<file path="config.mk">
export PLATFORM = sky130hd
export DESIGN_NAME = line_rasterizer_core
export DESIGN_NICKNAME = d
export VERILOG_FILES = /design/src/design/lnr_pkg.sv /design/src/design/lnr_start.sv /design/src/design/lnr_step.sv /design/src/design/line_rasterizer_core.sv
export SDC_FILE = /design/constraint.sdc
export NUM_CORES = 1
export LEC_CHECK = 0
export ABC_AREA = 1
export BUFFER_PORTS_ARGS = -buffer_cell sky130_fd_sc_hd__buf_4
export CORE_MARGIN = 2
export CORE_UTILIZATION = 30
export DETAILED_ROUTE_END_ITERATION = 10
export GPL_ROUTABILITY_DRIVEN = 0
export PLACE_DENSITY = 0.44
export SLEW_MARGIN = 40
export SYNTH_ARGS = -nofsm -noshare
export SYNTH_HDL_FRONTEND = slang
export SYNTH_SLANG_ARGS = --single-unit
</file>
<file path="constraint.sdc">
create_clock -name clock -period 5.3 [get_ports clock]
set_input_delay 0 -clock clock [delete_from_list [all_inputs] [get_ports clock]]
set_output_delay 0 -clock clock [all_outputs]
set_load 0.05 [all_outputs]
</file>
<file path="src/design/lnr_pkg.sv">
// Shared types and constants for the line rasterizer core.
// Holds the stepping state layout, the pixel record and the status codes.
// Used by lnr_start, lnr_step and line_rasterizer_core.
`default_nettype none

package lnr_pkg;

   localparam int COORD_BITS = 9;
   localparam int COLOR_BITS = 16;
   localparam int ERR_W      = COORD_BITS + 3;
   localparam int INC_W      = COORD_BITS + 2;
   localparam int STATUS_W   = 2;

   localparam int REQ_FIELDS_W = COLOR_BITS + 4 * COORD_BITS;
   localparam int REQ_DATA_W   = ((REQ_FIELDS_W + 7) / 8) * 8;
   localparam int RSP_FIELDS_W = 2 * COORD_BITS + COLOR_BITS;
   localparam int RSP_DATA_W   = ((RSP_FIELDS_W + 7) / 8) * 8;

   localparam logic CMD_START = 1'b0;
   localparam logic CMD_STEP  = 1'b1;

   localparam logic [STATUS_W-1:0] ST_OK      = 2'd0;
   localparam logic [STATUS_W-1:0] ST_SINGLE  = 2'd1;
   localparam logic [STATUS_W-1:0] ST_NO_LINE = 2'd2;

   typedef logic [COORD_BITS-1:0] coord_type;
   typedef logic [COLOR_BITS-1:0] color_type;

   typedef struct packed {
      coord_type               major_pos;
      coord_type               minor_pos;
      coord_type               major_end;
      logic signed [ERR_W-1:0] error_term;
      logic [INC_W-1:0]        inc_straight;
      logic signed [ERR_W-1:0] inc_diagonal;
      logic                    major_dir;
      logic                    minor_dir;
      logic                    steep;
      color_type               line_color;
      logic                    active;
   } line_state_type;

   typedef struct packed {
      coord_type           x;
      coord_type           y;
      color_type           color;
      logic                last;
      logic [STATUS_W-1:0] status;
   } pixel_type;

endpackage

`default_nettype wire

</file>
<file path="src/design/lnr_start.sv">
// Start decode: sorts the endpoints into major and minor axes and sets up
// the Bresenham increments and first pixel. Depends on lnr_pkg.
`default_nettype none

module lnr_start (
   input  lnr_pkg::line_state_type cur_state,
   input  lnr_pkg::color_type      color,
   input  lnr_pkg::coord_type      x_start,
   input  lnr_pkg::coord_type      y_start,
   input  lnr_pkg::coord_type      x_end,
   input  lnr_pkg::coord_type      y_end,
   output lnr_pkg::line_state_type next_state,
   output lnr_pkg::pixel_type      pixel
);
   import lnr_pkg::*;

   coord_type               adx;
   coord_type               ady;
   coord_type               dmaj;
   coord_type               dmin;
   logic                    is_steep;
   logic                    is_point;
   logic signed [ERR_W-1:0] dmaj_s;
   logic signed [ERR_W-1:0] dmin_s;
   logic signed [ERR_W-1:0] diff_s;

   always_comb begin
      adx      = (x_end >= x_start) ? x_end - x_start : x_start - x_end;
      ady      = (y_end >= y_start) ? y_end - y_start : y_start - y_end;
      is_steep = ady > adx;
      is_point = (x_start == x_end) && (y_start == y_end);
      dmaj     = is_steep ? ady : adx;
      dmin     = is_steep ? adx : ady;
      dmaj_s   = signed'(ERR_W'(dmaj));
      dmin_s   = signed'(ERR_W'(dmin));
      diff_s   = dmin_s - dmaj_s;

      next_state            = cur_state;
      next_state.line_color = color;
      pixel.x               = x_start;
      pixel.y               = y_start;
      pixel.color           = color;
      if (is_point) begin
         next_state.active = 1'b0;
         pixel.last        = 1'b1;
         pixel.status      = ST_SINGLE;
      end else begin
         next_state.steep        = is_steep;
         next_state.major_pos    = is_steep ? y_start : x_start;
         next_state.major_end    = is_steep ? y_end : x_end;
         next_state.minor_pos    = is_steep ? x_start : y_start;
         next_state.major_dir    = is_steep ? (y_end < y_start) : (x_end < x_start);
         next_state.minor_dir    = is_steep ? (x_end < x_start) : (y_end < y_start);
         next_state.inc_straight = {1'b0, dmin, 1'b0};
         next_state.inc_diagonal = diff_s + diff_s;
         next_state.error_term   = dmin_s + diff_s;
         next_state.active       = 1'b1;
         pixel.last              = 1'b0;
         pixel.status            = ST_OK;
      end
   end

endmodule

`default_nettype wire

</file>
<file path="src/design/lnr_step.sv">
// Step logic: advances one pixel along the major axis, updates the signed
// error term and moves the minor axis on a diagonal step. Depends on lnr_pkg.
`default_nettype none

module lnr_step (
   input  lnr_pkg::line_state_type cur_state,
   output lnr_pkg::line_state_type next_state,
   output lnr_pkg::pixel_type      pixel
);
   import lnr_pkg::*;

   coord_type major_nxt;
   coord_type minor_nxt;
   logic      diag;
   logic      at_end;

   always_comb begin
      diag      = !cur_state.error_term[ERR_W-1];
      major_nxt = cur_state.major_dir ? cur_state.major_pos - 1'b1
                                      : cur_state.major_pos + 1'b1;
      minor_nxt = cur_state.minor_pos;
      if (diag) begin
         minor_nxt = cur_state.minor_dir ? cur_state.minor_pos - 1'b1
                                         : cur_state.minor_pos + 1'b1;
      end
      at_end = major_nxt == cur_state.major_end;

      next_state   = cur_state;
      pixel.x      = '0;
      pixel.y      = '0;
      pixel.color  = '0;
      pixel.last   = 1'b0;
      pixel.status = ST_NO_LINE;
      if (cur_state.active) begin
         next_state.major_pos  = major_nxt;
         next_state.minor_pos  = minor_nxt;
         next_state.error_term = diag
            ? cur_state.error_term + cur_state.inc_diagonal
            : cur_state.error_term + signed'(ERR_W'(cur_state.inc_straight));
         next_state.active     = !at_end;
         // swap the axes back for steep lines
         pixel.x      = cur_state.steep ? minor_nxt : major_nxt;
         pixel.y      = cur_state.steep ? major_nxt : minor_nxt;
         pixel.color  = cur_state.line_color;
         pixel.last   = at_end;
         pixel.status = ST_OK;
      end
   end

endmodule

`default_nettype wire

</file>
<file path="src/design/line_rasterizer_core.sv">
// Bresenham line rasterizer: one command word in, one pixel word out.
// A start word (tuser = 0) loads two endpoints and a color and returns the
// first endpoint; each step word (tuser = 1) returns the next pixel, with
// rsp_tlast on the second endpoint. A step with no line active returns
// status 2 and zero data; equal endpoints return status 1 with tlast.
// A new word is taken each cycle as long as the result side keeps up; the
// input register loads at the accepting edge and the result register when
// the word moves on, which a stalled result side can hold back. The line
// state update (error add, sign test, axis increment) is combinational
// and sets that rate.
// Depends on lnr_pkg, lnr_start and lnr_step.
`default_nettype none

module line_rasterizer_core (
   input  wire                            clock,
   input  wire                            reset,
   input  wire                            req_tvalid,
   output logic                           req_tready,
   // lowest bit up: color, x_start, y_start, x_end, y_end, zero fill
   input  wire [lnr_pkg::REQ_DATA_W-1:0]  req_tdata,
   // cmd
   input  wire                            req_tuser,
   output logic                           rsp_tvalid,
   input  wire                            rsp_tready,
   // lowest bit up: pixel_x, pixel_y, pixel_color, zero fill
   output logic [lnr_pkg::RSP_DATA_W-1:0] rsp_tdata,
   // status
   output logic [lnr_pkg::STATUS_W-1:0]   rsp_tuser,
   output logic                           rsp_tlast
);
   import lnr_pkg::*;

   localparam int XS_LO = COLOR_BITS;
   localparam int YS_LO = XS_LO + COORD_BITS;
   localparam int XE_LO = YS_LO + COORD_BITS;
   localparam int YE_LO = XE_LO + COORD_BITS;

   logic                  req_accept;
   logic                  advance;
   logic                  in_valid_ff;
   logic                  in_valid_in;
   logic                  in_cmd_ff;
   logic [REQ_DATA_W-1:0] in_data_ff;
   line_state_type        state_ff;
   line_state_type        state_in;
   line_state_type        start_state;
   line_state_type        step_state;
   pixel_type             start_pix;
   pixel_type             step_pix;
   pixel_type             pix_in;
   pixel_type             pix_ff;
   logic                  out_valid_ff;

   assign advance    = !out_valid_ff || rsp_tready;
   assign req_tready = !in_valid_ff || advance;
   assign req_accept = req_tvalid && req_tready;

   lnr_start u_start (
      .cur_state  (state_ff),
      .color      (in_data_ff[COLOR_BITS-1:0]),
      .x_start    (in_data_ff[XS_LO +: COORD_BITS]),
      .y_start    (in_data_ff[YS_LO +: COORD_BITS]),
      .x_end      (in_data_ff[XE_LO +: COORD_BITS]),
      .y_end      (in_data_ff[YE_LO +: COORD_BITS]),
      .next_state (start_state),
      .pixel      (start_pix)
   );

   lnr_step u_step (
      .cur_state  (state_ff),
      .next_state (step_state),
      .pixel      (step_pix)
   );

   always_comb begin
      if (in_cmd_ff == CMD_START) begin
         state_in = start_state;
         pix_in   = start_pix;
      end else begin
         state_in = step_state;
         pix_in   = step_pix;
      end
      in_valid_in = req_accept ? 1'b1 : (advance ? 1'b0 : in_valid_ff);
   end

   // control and line state
   always_ff @(posedge clock) begin
      if (reset) begin
         in_valid_ff  <= 1'b0;
         out_valid_ff <= 1'b0;
         state_ff     <= '0;
      end else begin
         in_valid_ff <= in_valid_in;
         if (advance) begin
            out_valid_ff <= in_valid_ff;
         end
         if (advance && in_valid_ff) begin
            state_ff <= state_in;
         end
      end
   end

   // payload
   always_ff @(posedge clock) begin
      if (req_accept) begin
         in_cmd_ff  <= req_tuser;
         in_data_ff <= req_tdata;
      end
      if (advance && in_valid_ff) begin
         pix_ff <= pix_in;
      end
   end

   assign rsp_tvalid = out_valid_ff;
   assign rsp_tdata  = RSP_DATA_W'({pix_ff.color, pix_ff.y, pix_ff.x});
   assign rsp_tuser  = pix_ff.status;
   assign rsp_tlast  = pix_ff.last;

`ifndef ASSERT_OFF
   a_single_is_last: assert property (@(posedge clock) disable iff (reset)
      rsp_tvalid && rsp_tuser == ST_SINGLE |-> rsp_tlast)
      else $error("single-pixel line not marked last");

   a_no_line_zero: assert property (@(posedge clock) disable iff (reset)
      rsp_tvalid && rsp_tuser == ST_NO_LINE |-> rsp_tdata == '0 && !rsp_tlast)
      else $error("idle step result carries data");

   a_idle_step: assert property (@(posedge clock) disable iff (reset)
      advance && in_valid_ff && in_cmd_ff == CMD_STEP && !state_ff.active
      |=> rsp_tvalid && rsp_tuser == ST_NO_LINE)
      else $error("step with no active line not flagged");

   a_last_ends_line: assert property (@(posedge clock) disable iff (reset)
      advance && in_valid_ff && in_cmd_ff == CMD_STEP && state_ff.active
      |=> rsp_tlast == !state_ff.active)
      else $error("last flag and active state disagree");
`endif

endmodule

`default_nettype wire

</file>
## After elaboration in Yosys (flattened, before gate mapping)

Index checks and enable logic that the tools add are counted.

- Register bits after elaboration: 172
- Latch bits: 0
- RAM bits: 0
- ROM bits: 0
- Input port bits: 61
- Memories: 0

- $add $sub $neg: 13
- Multiply operators: 0
- Divide/modulo/power cells: 0
- $lt $le $gt $ge: 5
- Eq/ne operators: 5
- Shifts and indexed selects: 0
- Muxes and demuxes: 26
- Bitwise gates (word level): 2
- Reduce and logical (&&, ||, !) cells: 12

Operators by type and width:

| operator | count |
|---|---|
| 2-to-1 mux 9 bit | 12 |
| 2-to-1 mux 82 bit | 1 |
| 2-to-1 mux 37 bit | 2 |
| 2-to-1 mux 65 bit | 1 |
| subtractor 9 bit | 4 |
| equality test 9 bit | 3 |
| adder 12 bit | 2 |
| 2-to-1 mux 12 bit | 2 |
| adder 9 x 1 -> 9 bit, second input constant | 2 |
| >= comparator 9 bit | 2 |
| < comparator 9 bit | 2 |
| 2-to-1 mux 18 bit | 1 |
| subtractor 9 x 1 -> 9 bit, second input constant | 2 |
| adder 10 x 12 -> 12 bit | 1 |
| adder 12 x 11 -> 12 bit | 1 |
| subtractor 9 x 9 -> 10 bit | 1 |
| greater-than comparator 9 bit | 1 |
| 2-to-1 mux 1 bit | 6 |
| AND reduction 3 bit | 2 |
| logical AND 1 bit | 3 |
| logical NOT 1 bit | 3 |
| 2-to-1 mux 3 bit | 1 |
| logical OR 1 bit | 2 |
| != test 2 x 1 -> 1 bit, second input constant | 1 |
| other kinds (4) | 5 |

## Longest topological paths before layout

Gate-level depths: netlist of the first run.

- Depth after elaboration: 8
- Depth in mapped cells: 46

## Hierarchy

A second synthesis of the first run with hierarchy kept.

- Cells, all modules: 2415
- Area, all modules: 15637.5 um^2

Modules (own cells, without submodules):

| module | times used | cells an instance | area an instance (um^2) |
|---|---|---|---|
| line_rasterizer_core | 1 | 932 | 7743.7 |
| lnr_start | 1 | 930 | 4933.5 |
| lnr_step | 1 | 553 | 2960.3 |

## Worst setup path before layout of the first run

OpenSTA, ideal clock, no wires.

- Path kind: flip-flop to flip-flop
- Start point: register in_data_ff[28]
- End point: register state_ff[53] (netlist name)
- Setup time: 0.113 ns
- Arrival: 4.733 ns
- Required time: 5.187 ns
- Slack: 0.454 ns
- Stages on the path, launching flop included: 44
- Buffers on the path: 2
- Clock period less this slack: 4.846 ns
- Cell sequence: edfxtp_1 inv_1 ha_1 buf_6 nand2_2 inv_2 nand2_1 nand2_1 nand2_1 nand3_2 nor2_4 nand2_1 and2_1 ha_1 nand2_2 nor2_1 nand3b_1 nand3_2 [... 8 more ...] xor2_1 ha_1 nand3_1 nand2_1 nand2_1 inv_1 o21a_1 nor2_1 nor2_1 nor2_1 o21bai_1 nand2_1 nand2_1 nor2_1 nand3_1 nand2_1 o21ai_1 inv_1

- Cells in the longest elaborated chain, start to end: 8

RTL lines:

| element | RTL line | text |
|---|---|---|
| start, declared | line_rasterizer_core.sv:43 | `logic [REQ_DATA_W-1:0] in_data_ff;` |
| start signal, assigned | line_rasterizer_core.sv:107 | `in_data_ff <= req_tdata;` |
| subtractor 9 bit or >= comparator 9 bit (tied branches) | lnr_start.sv:29 | `ady = (y_end >= y_start) ? y_end - y_start : y_start - y_end;` |
| 2-to-1 mux 9 bit (*) | lnr_start.sv:29 |  |
| greater-than comparator 9 bit | lnr_start.sv:30 | `is_steep = ady > adx;` |
| 2-to-1 mux 9 bit, on equally long branches | lnr_start.sv:33, lnr_start.sv:32 |  |
| subtractor 9 x 9 -> 10 bit (*) | lnr_start.sv:36 | `diff_s = dmin_s - dmaj_s;` |
| named net u_start.diff_s[2] | lnr_start.sv:25 | `logic signed [ERR_W-1:0] diff_s;` |
| adder 10 x 12 -> 12 bit (*) | lnr_start.sv:56 | `next_state.error_term = dmin_s + diff_s;` |
| 2-to-1 mux 65 bit (*) | lnr_start.sv:43 | `if (is_point) begin` |
| 2-to-1 mux 82 bit (*) | line_rasterizer_core.sv:76 | `if (in_cmd_ff == CMD_START) begin` |
| end signal, assigned | line_rasterizer_core.sv:98 | `state_ff <= state_in;` |
| end, declared | line_rasterizer_core.sv:44 | `line_state_type state_ff;` |

The timed path passes the listed nets; every way through them passes the cells marked *. The select of a mux whose other input is x is not followed.
A chain may end at the register's enable or synchronous reset.

## Worst setup path after layout of the first run

- Start point: register in_data_ff[25]
- End point: register state_ff[53] (netlist name)

Same word-level chain as after synthesis.

==> metrics.md, run 1 <==
| Metric | Value |
|---|---|
| Most frequent cells after synthesis | `nand2_1, inv_1, o21ai_0, a21oi_1, nor2_1` |
| Nature of the critical path endpoint | `register` |
| FF+latch count, synth | `169` |
| Setup-failing EPs final | `0` |
| Avg Synthesized Cell Area | `7.552 sq um` |
| Share of post-route cells with drive strength above 1 | `26.14%` |
| DIE WIDTH | `201.7 microns` |
| WHS | `0.05334 ns` |
| Synthesized cell area | `11720 sq um` |
| Share of the yosys chip area belonging to registers | `36.55%` |
| Synth area leader | `edfxtp_1` |
| CP required | `5.65 ns` |
| Max Clk Rate | `196.8 MHz` |
| All-Layer GR Usage | `18.77%` |
| Worst-path clk slew | `0.09 ns` |
| Die area | `40660 sq um` |
| Global-route wire length before repair | `58.76 mm` |
| # Max-Cap Violations | `0` |
| DRC | `0` |
| Worst-Skew Late Latency | `0.47 ns` |
| Clock Skew | `0.02087 ns` |
| Cell mode on critical path | `nand2_1` |
| Core Area | `38650 sq um` |
| Multi-input gate area in the final layout | `7087 sq um` |
| Comb pwr share | `52.8%` |
| Drt pass-1 iters | `5` |
| P&R area growth vs syn | `35.62%` |
| Sequential share of power | `25.4%` |
| Layout filler cell count | `3971` |
| Initial Utilization | `30.33%` |
| Via density | `4.721` |
| DP Area | `13660 sq um` |
| Row cnt | `72` |
| Int Pwr | `3.546 mW` |
| Design area | `15900 sq um` |
| Total vias in the final route | `11110` |
| Crit Path Category | `register to register` |
| NumNets Final | `1978` |
| TritonCTS Sinks | `169` |
| Number of global-route vias before repair | `10560` |
| CP max stage cell | `edfxtp_1` |
| N_diodes | `0` |
| Unrepaired setup endpoints after global routing | `yes` |
| I/O pins | `106` |
| Cells taking the most area after synthesis | `edfxtp_1, dfxtp_1, nand2_1` |
| Finished Core Util | `41.13%` |
| Max VDD drop | `0.0003341 V` |
| Slew @ Worst Pin | `0.7888 ns` |
| Final WL | `39.36 mm` |
| Largest net degree at the start of global routing | `54` |
| Switching share of power | `41.34%` |
| Minimum clock period | `5.082 ns` |
| Most used DFF post-synth | `edfxtp_1` |
| Post-Place Worst Slack | `0.01905 ns` |
| Pwr Total | `6.044 mW` |
| Slew margin rel. | `47.41%` |
| Wire per inst | `16.72 microns` |
| Yosys cell types | `49` |
| Root buffer cell | `clkbuf_16` |
| Lkg Pwr | `7.349 nW` |
| Run status | `finished clean` |
| Ys async rst share | `0%` |
| Clock Path Buffers | `2` |
| Routed Antenna Nets | `0` |
| Final Hold Fails | `0` |
| Highest cell delay on the worst timing path | `0.43 ns` |
| Most common cell in the netlist | `nand2_1` |
| Clock Power Share | `21.8%` |
| Hold Path Class | `input port to register` |
| Worst R2R Setup Slack | `0.22 ns` |
| Synthesis Warnings | `0` |
| Input/output buffers | `95` |
| Initial antenna violation count | `0` |
| Register Area | `4284 sq um` |
| PD cells | `380.3 nW/um^2` |
| Critical path peak fanout | `5` |
| Post-Synthesis Cells | `1552` |
| 1st-iter DRT viols | `557` |
| Post-Place Cells | `2223` |
| Yosys top cell area share | `23.06%` |
| Fin crit share | `95.88%` |
| Remaining Overflow, GRT | `0` |
| Final std cells w/o fill | `2354` |
| CTS tree | `yes` |
| Crit start category | `register` |
| Crit path DAT | `5.43 ns` |
| Final WS setup | `0.2181 ns` |
| P_sw | `2.499 mW` |
| EDFF count, synth | `90` |
| TritonCTS buffer count | `17` |
| Post-DP HPWL | `29.00 mm` |
| H-tree Lvls | `4` |
| Fin. max-slew vios | `0` |
| Setup TNS Final | `0 ns` |
| Die height | `201.7 microns` |
## layout by cell type (no fill, tap or decap), types with 10 or more instances in the layout
cell and n:
nand2_1 305, buf_4 247, inv_1 187, o21ai_0 142, a21oi_1 136, nor2_1 98
edfxtp_1 90, dfxtp_1 79, nand3_1 64, ha_1 59, dlygate4sd3_1 55, nand2_2 45
inv_2 31, xor2_1 30, ha_4 26, o211ai_1 25, nand2_4 18, clkbuf_16 17
nand3_2 15, o22ai_1 15, nand4_1 11, nor2_2 10
## worst paths after layout
kind / depth (start not counted) / end / start
max: 42 / state_ff[53] / in_data_ff[25]
max reg2reg: 42 / state_ff[53] / in_data_ff[25]
min reg2reg: 2 / state_ff[9] / state_ff[9]
min: 2 / state_ff[56] / reset
## timing repair
action,CTS,global route
gates resized for setup,2,163
pin swaps,0,58
hold buffers,55,0
setup buffers,0,41
hold endpoints to repair,55,0
cloned,0,3
endpoints found under the setup margin,3,8
## area by class of cell
type                            instances  share of cell area (%)
Multi-Input combinational cell       1108                   44.58
Timing Repair Buffer                  306                   15.41
Tap cell                              518                   4.077
Sequential cell                       169                   26.95
Inverter                              221                   5.235
Clock buffer                           18                   2.700
Clock inverter                         14                   1.039
## routing by layer
layer  part of all wire, %  vias up  global-route usage (%)  wire length, microns
li1                      -     5688                       -                     -
met1                    47     5172                   24.92                 18310
met2                    48      206                   31.00                 18800
met3                   2.7       47                   2.672                  1080
met4                   3.0        0                   7.012                  1172
met5                     0        -                       0                     0
## logic make-up after synthesis
| kind of cell | after synthesis | synth area share, % |
|---|---|---|
| compound gates | 366 | 17.23 |
| xor+xnor | 43 | 3.342 |
| fa+ha+maj | 94 | 10.61 |
| buf+inv | 283 | 9.779 |
| flops | 169 | 36.55 |
| other cells | 1 | 0.03200 |
| simple gates | 596 | 22.45 |
## registers in the layout, indices dropped and copies added, names as in the netlist
signal	cells
rsp_tdata	34
in_cmd_ff	1
rsp_tuser	2
rsp_tvalid	1
in_data_ff	52
rsp_tlast	1
in_valid_ff	1
state_ff	77
## power groups by stage
| stage | combinational [mW] | clock (mW) | sequential, mW |
|---|---|---|---|
| after detailed placement | 2.76 | 0 | 1.56 |
| after CTS | 2.82 | 1.35 | 1.53 |
| after global routing | 3.56 | 1.40 | 1.54 |
| final | 3.19 | 1.32 | 1.53 |
| after global placement | 2.76 | 0 | 1.56 |
| after floorplan | 1.77 | 0 | 1.59 |
## critical path, delay by kind of cell, from the launching register on
| family | cells | cell delay [ns] |
|---|---|---|
| AND/OR/NAND/NOR | 26 | 2.05 |
| adder cells (fa/ha/maj) | 5 | 1.31 |
| AO/OA/AOI/OAI | 5 | 0.65 |
| flip-flops | 1 | 0.43 |
| buffers and inverters | 5 | 0.34 |
| XOR/XNOR | 1 | 0.18 |
Power figures use the tool's default switching activity.
==> run 2: changes to the inputs <==
Settings changed: RECOVER_POWER set to 25, SKIP_LAST_GASP set to 1.
==> metrics.md, run 2 (synthesis gave the netlist of run 1 again) <==
| Metric | Value |
|---|---|
| Number of global-route vias before repair | `10560 (unchanged)` |
| Critical path peak fanout | `5 (unchanged)` |
| P&R area growth vs syn | `35.05%` |
| Row cnt | `72 (unchanged)` |
| TritonCTS buffer count | `17 (unchanged)` |
| H-tree Lvls | `4 (unchanged)` |
| I/O pins | `106 (unchanged)` |
| Cell mode on critical path | `nand2_1` |
| Final WS setup | `0.2242 ns (+0.006033 ns)` |
| Max layer used | `met4` |
| Final Hold Fails | `0 (unchanged)` |
| All-Layer GR Usage | `18.77% (unchanged)` |
| 1st-iter DRT viols | `476 (-15%)` |
| CTS tree | `yes` |
| TritonCTS Sinks | `169 (unchanged)` |
| Worst-Skew Late Latency | `0.46 ns (about the same)` |
| Minimum clock period | `5.076 ns (-0.006033 ns)` |
| Biggest register | `state_ff` |
| Highest cell delay on the worst timing path | `0.43 ns (about the same)` |
| Die area | `40660 sq um (unchanged)` |
| Clock Path Buffers | `2 (unchanged)` |
| Post-Place Cells | `2223 (unchanged)` |
| Remaining Overflow, GRT | `0 (unchanged)` |
| Share of post-route cells with drive strength above 1 | `25.16% (-0.98 points)` |
| Worst-path clk slew | `0.09 ns (about the same)` |
| Crit Path Category | `register to register` |
| Drt pass-1 iters | `5 (unchanged)` |
| NumNets Final | `1978 (unchanged)` |
| Slew margin rel. | `48.04% (+0.63 points)` |
| Post-DP HPWL | `29.00 mm (unchanged)` |
| CP required | `5.65 ns (about the same)` |
| Hold Path Class | `input port to register` |
| Run status | `finished clean` |
| Routed Antenna Nets | `0 (unchanged)` |
| DR WL met3 | `1.068 mm (-1.1%)` |
| Fin. max-slew vios | `0 (unchanged)` |
| Fin crit share | `95.77% (-0.11 points)` |
| Input/output buffers | `95 (unchanged)` |
| Met2 routed WL | `18.72 mm (-0.41%)` |
| Final WL | `39.23 mm (-0.33%)` |
| Initial antenna violation count | `0 (unchanged)` |
| Pwr Total | `6.032 mW (-0.21%)` |
| Wl on met1 | `18.28 mm (-0.19%)` |
| Nature of the critical path endpoint | `register` |
| Largest net degree at the start of global routing | `54 (unchanged)` |
| Unrepaired setup endpoints after global routing | `yes` |
| Lkg Pwr | `7.273 nW (-1.0%)` |
| Core Area | `38650 sq um (unchanged)` |
| Most frequent cells in the layout | `nand2_1, inv_1, buf_4` |
| DRC | `0 (unchanged)` |
| Global-route wire length before repair | `58.76 mm (unchanged)` |
| Slew @ Worst Pin | `0.7794 ns (-0.009382 ns)` |
| CP max stage cell | `edfxtp_1` |
| Finished Core Util | `40.95% (-0.17 points)` |
| PD cells | `381.1 nW/um^2 (+0.22%)` |
| Max Clk Rate | `197.0 MHz (+0.12%)` |
| Final std cells w/o fill | `2354 (unchanged)` |
| Initial Utilization | `30.33% (unchanged)` |
| Total vias in the final route | `11140 (+0.21%)` |
| Setup-failing EPs final | `0 (unchanged)` |
| Crit path DAT | `5.42 ns (about the same)` |
| Leading cell type in the layout, fill and taps excluded | `nand2_1` |
| DIE WIDTH | `201.7 microns (unchanged)` |
| # Max-Cap Violations | `0 (unchanged)` |
| Via density | `4.731 (+0.21%)` |
| Wire per inst | `16.67 microns (-0.33%)` |
| Die height | `201.7 microns (unchanged)` |
| Max reg flops | `77 (unchanged)` |
| Clock Skew | `0.01827 ns (-0.002600 ns)` |
| Root buffer cell | `clkbuf_16` |
| Max VDD drop | `0.0003324 V (-0.50%)` |
| N_diodes | `0 (unchanged)` |
| WHS | `0.06698 ns (+0.01364 ns)` |
| Crit start category | `register` |
| Post-Place Worst Slack | `0.01905 ns (unchanged)` |
[run 2: changes by cell type in the layout (fill, tap and decap cells not counted), sizes merged]
cell    change
buf        -70
clkbuf     +70
[run 2: worst paths after layout]
path | start | endpoint | slack [ns] | cells after the start
worst max-delay path | in_data_ff[25] | state_ff[53] | 0.22 | 42
worst min register to register | state_ff[9] | state_ff[9] | 0.45 | 2
worst max register to register | in_data_ff[25] | state_ff[53] | 0.22 | 42
worst min-delay path | reset | state_ff[56] | 0.07 | 2
[run 2: through the flow]
step	setup TNS, ns	area, sq um
3_3_place_gp	0	13660
5_1_grt	-0.3630	15830
6_report	0	15830
3_5_place_dp	0	13660
4_1_cts	0	14820
2_1_floorplan	0	11740
[run 2: worst max-delay path: cells and delay by family, from the launching register on]
family / cells / cell delay (ns)
adder cells (fa/ha/maj): 5 / 1.31
flip-flops: 1 / 0.43
buffers and inverters: 5 / 0.34
XOR/XNOR: 1 / 0.18
AND/OR/NAND/NOR: 26 / 2.05
AO/OA/AOI/OAI: 5 / 0.65
[run 2: layer usage]
layer	vias up	global-route usage, %
met5	-	0
met4	0	7.012
met3	46	2.672
met2	190	31.00
met1	5209	24.92
li1	5691	-
[run 2: power by group]
group | internal, mW | switching (mW) | total [mW]
Sequential | 1.47 | 0.0644 | 1.53
Combinational | 1.36 | 1.82 | 3.18
Clock | 0.708 | 0.608 | 1.32
Total | 3.54 | 2.49 | 6.03
[run 2: cell type report]
type	instances	area (sq um)
Clock inverter	14	165.2
Inverter	221	832.0
Fill cell	3980	22820
Multi-Input combinational cell	1108	7087
Clock buffer	18	429.2
Sequential cell	169	4284
Timing Repair Buffer	306	2382
Tap cell	518	648.1
[run 2: repair_timing]
| action | 4_1_cts | 5_1_grt |
|---|---|---|
| setup buffers | 0 | 41 |
| cloned | 0 | 3 |
| gates resized for setup | 2 | 163 |
| hold endpoints to repair | 55 | 0 |
| pin swaps | 0 | 58 |
| hold buffers | 55 | 0 |
| endpoints found under the setup margin | 3 | 8 |
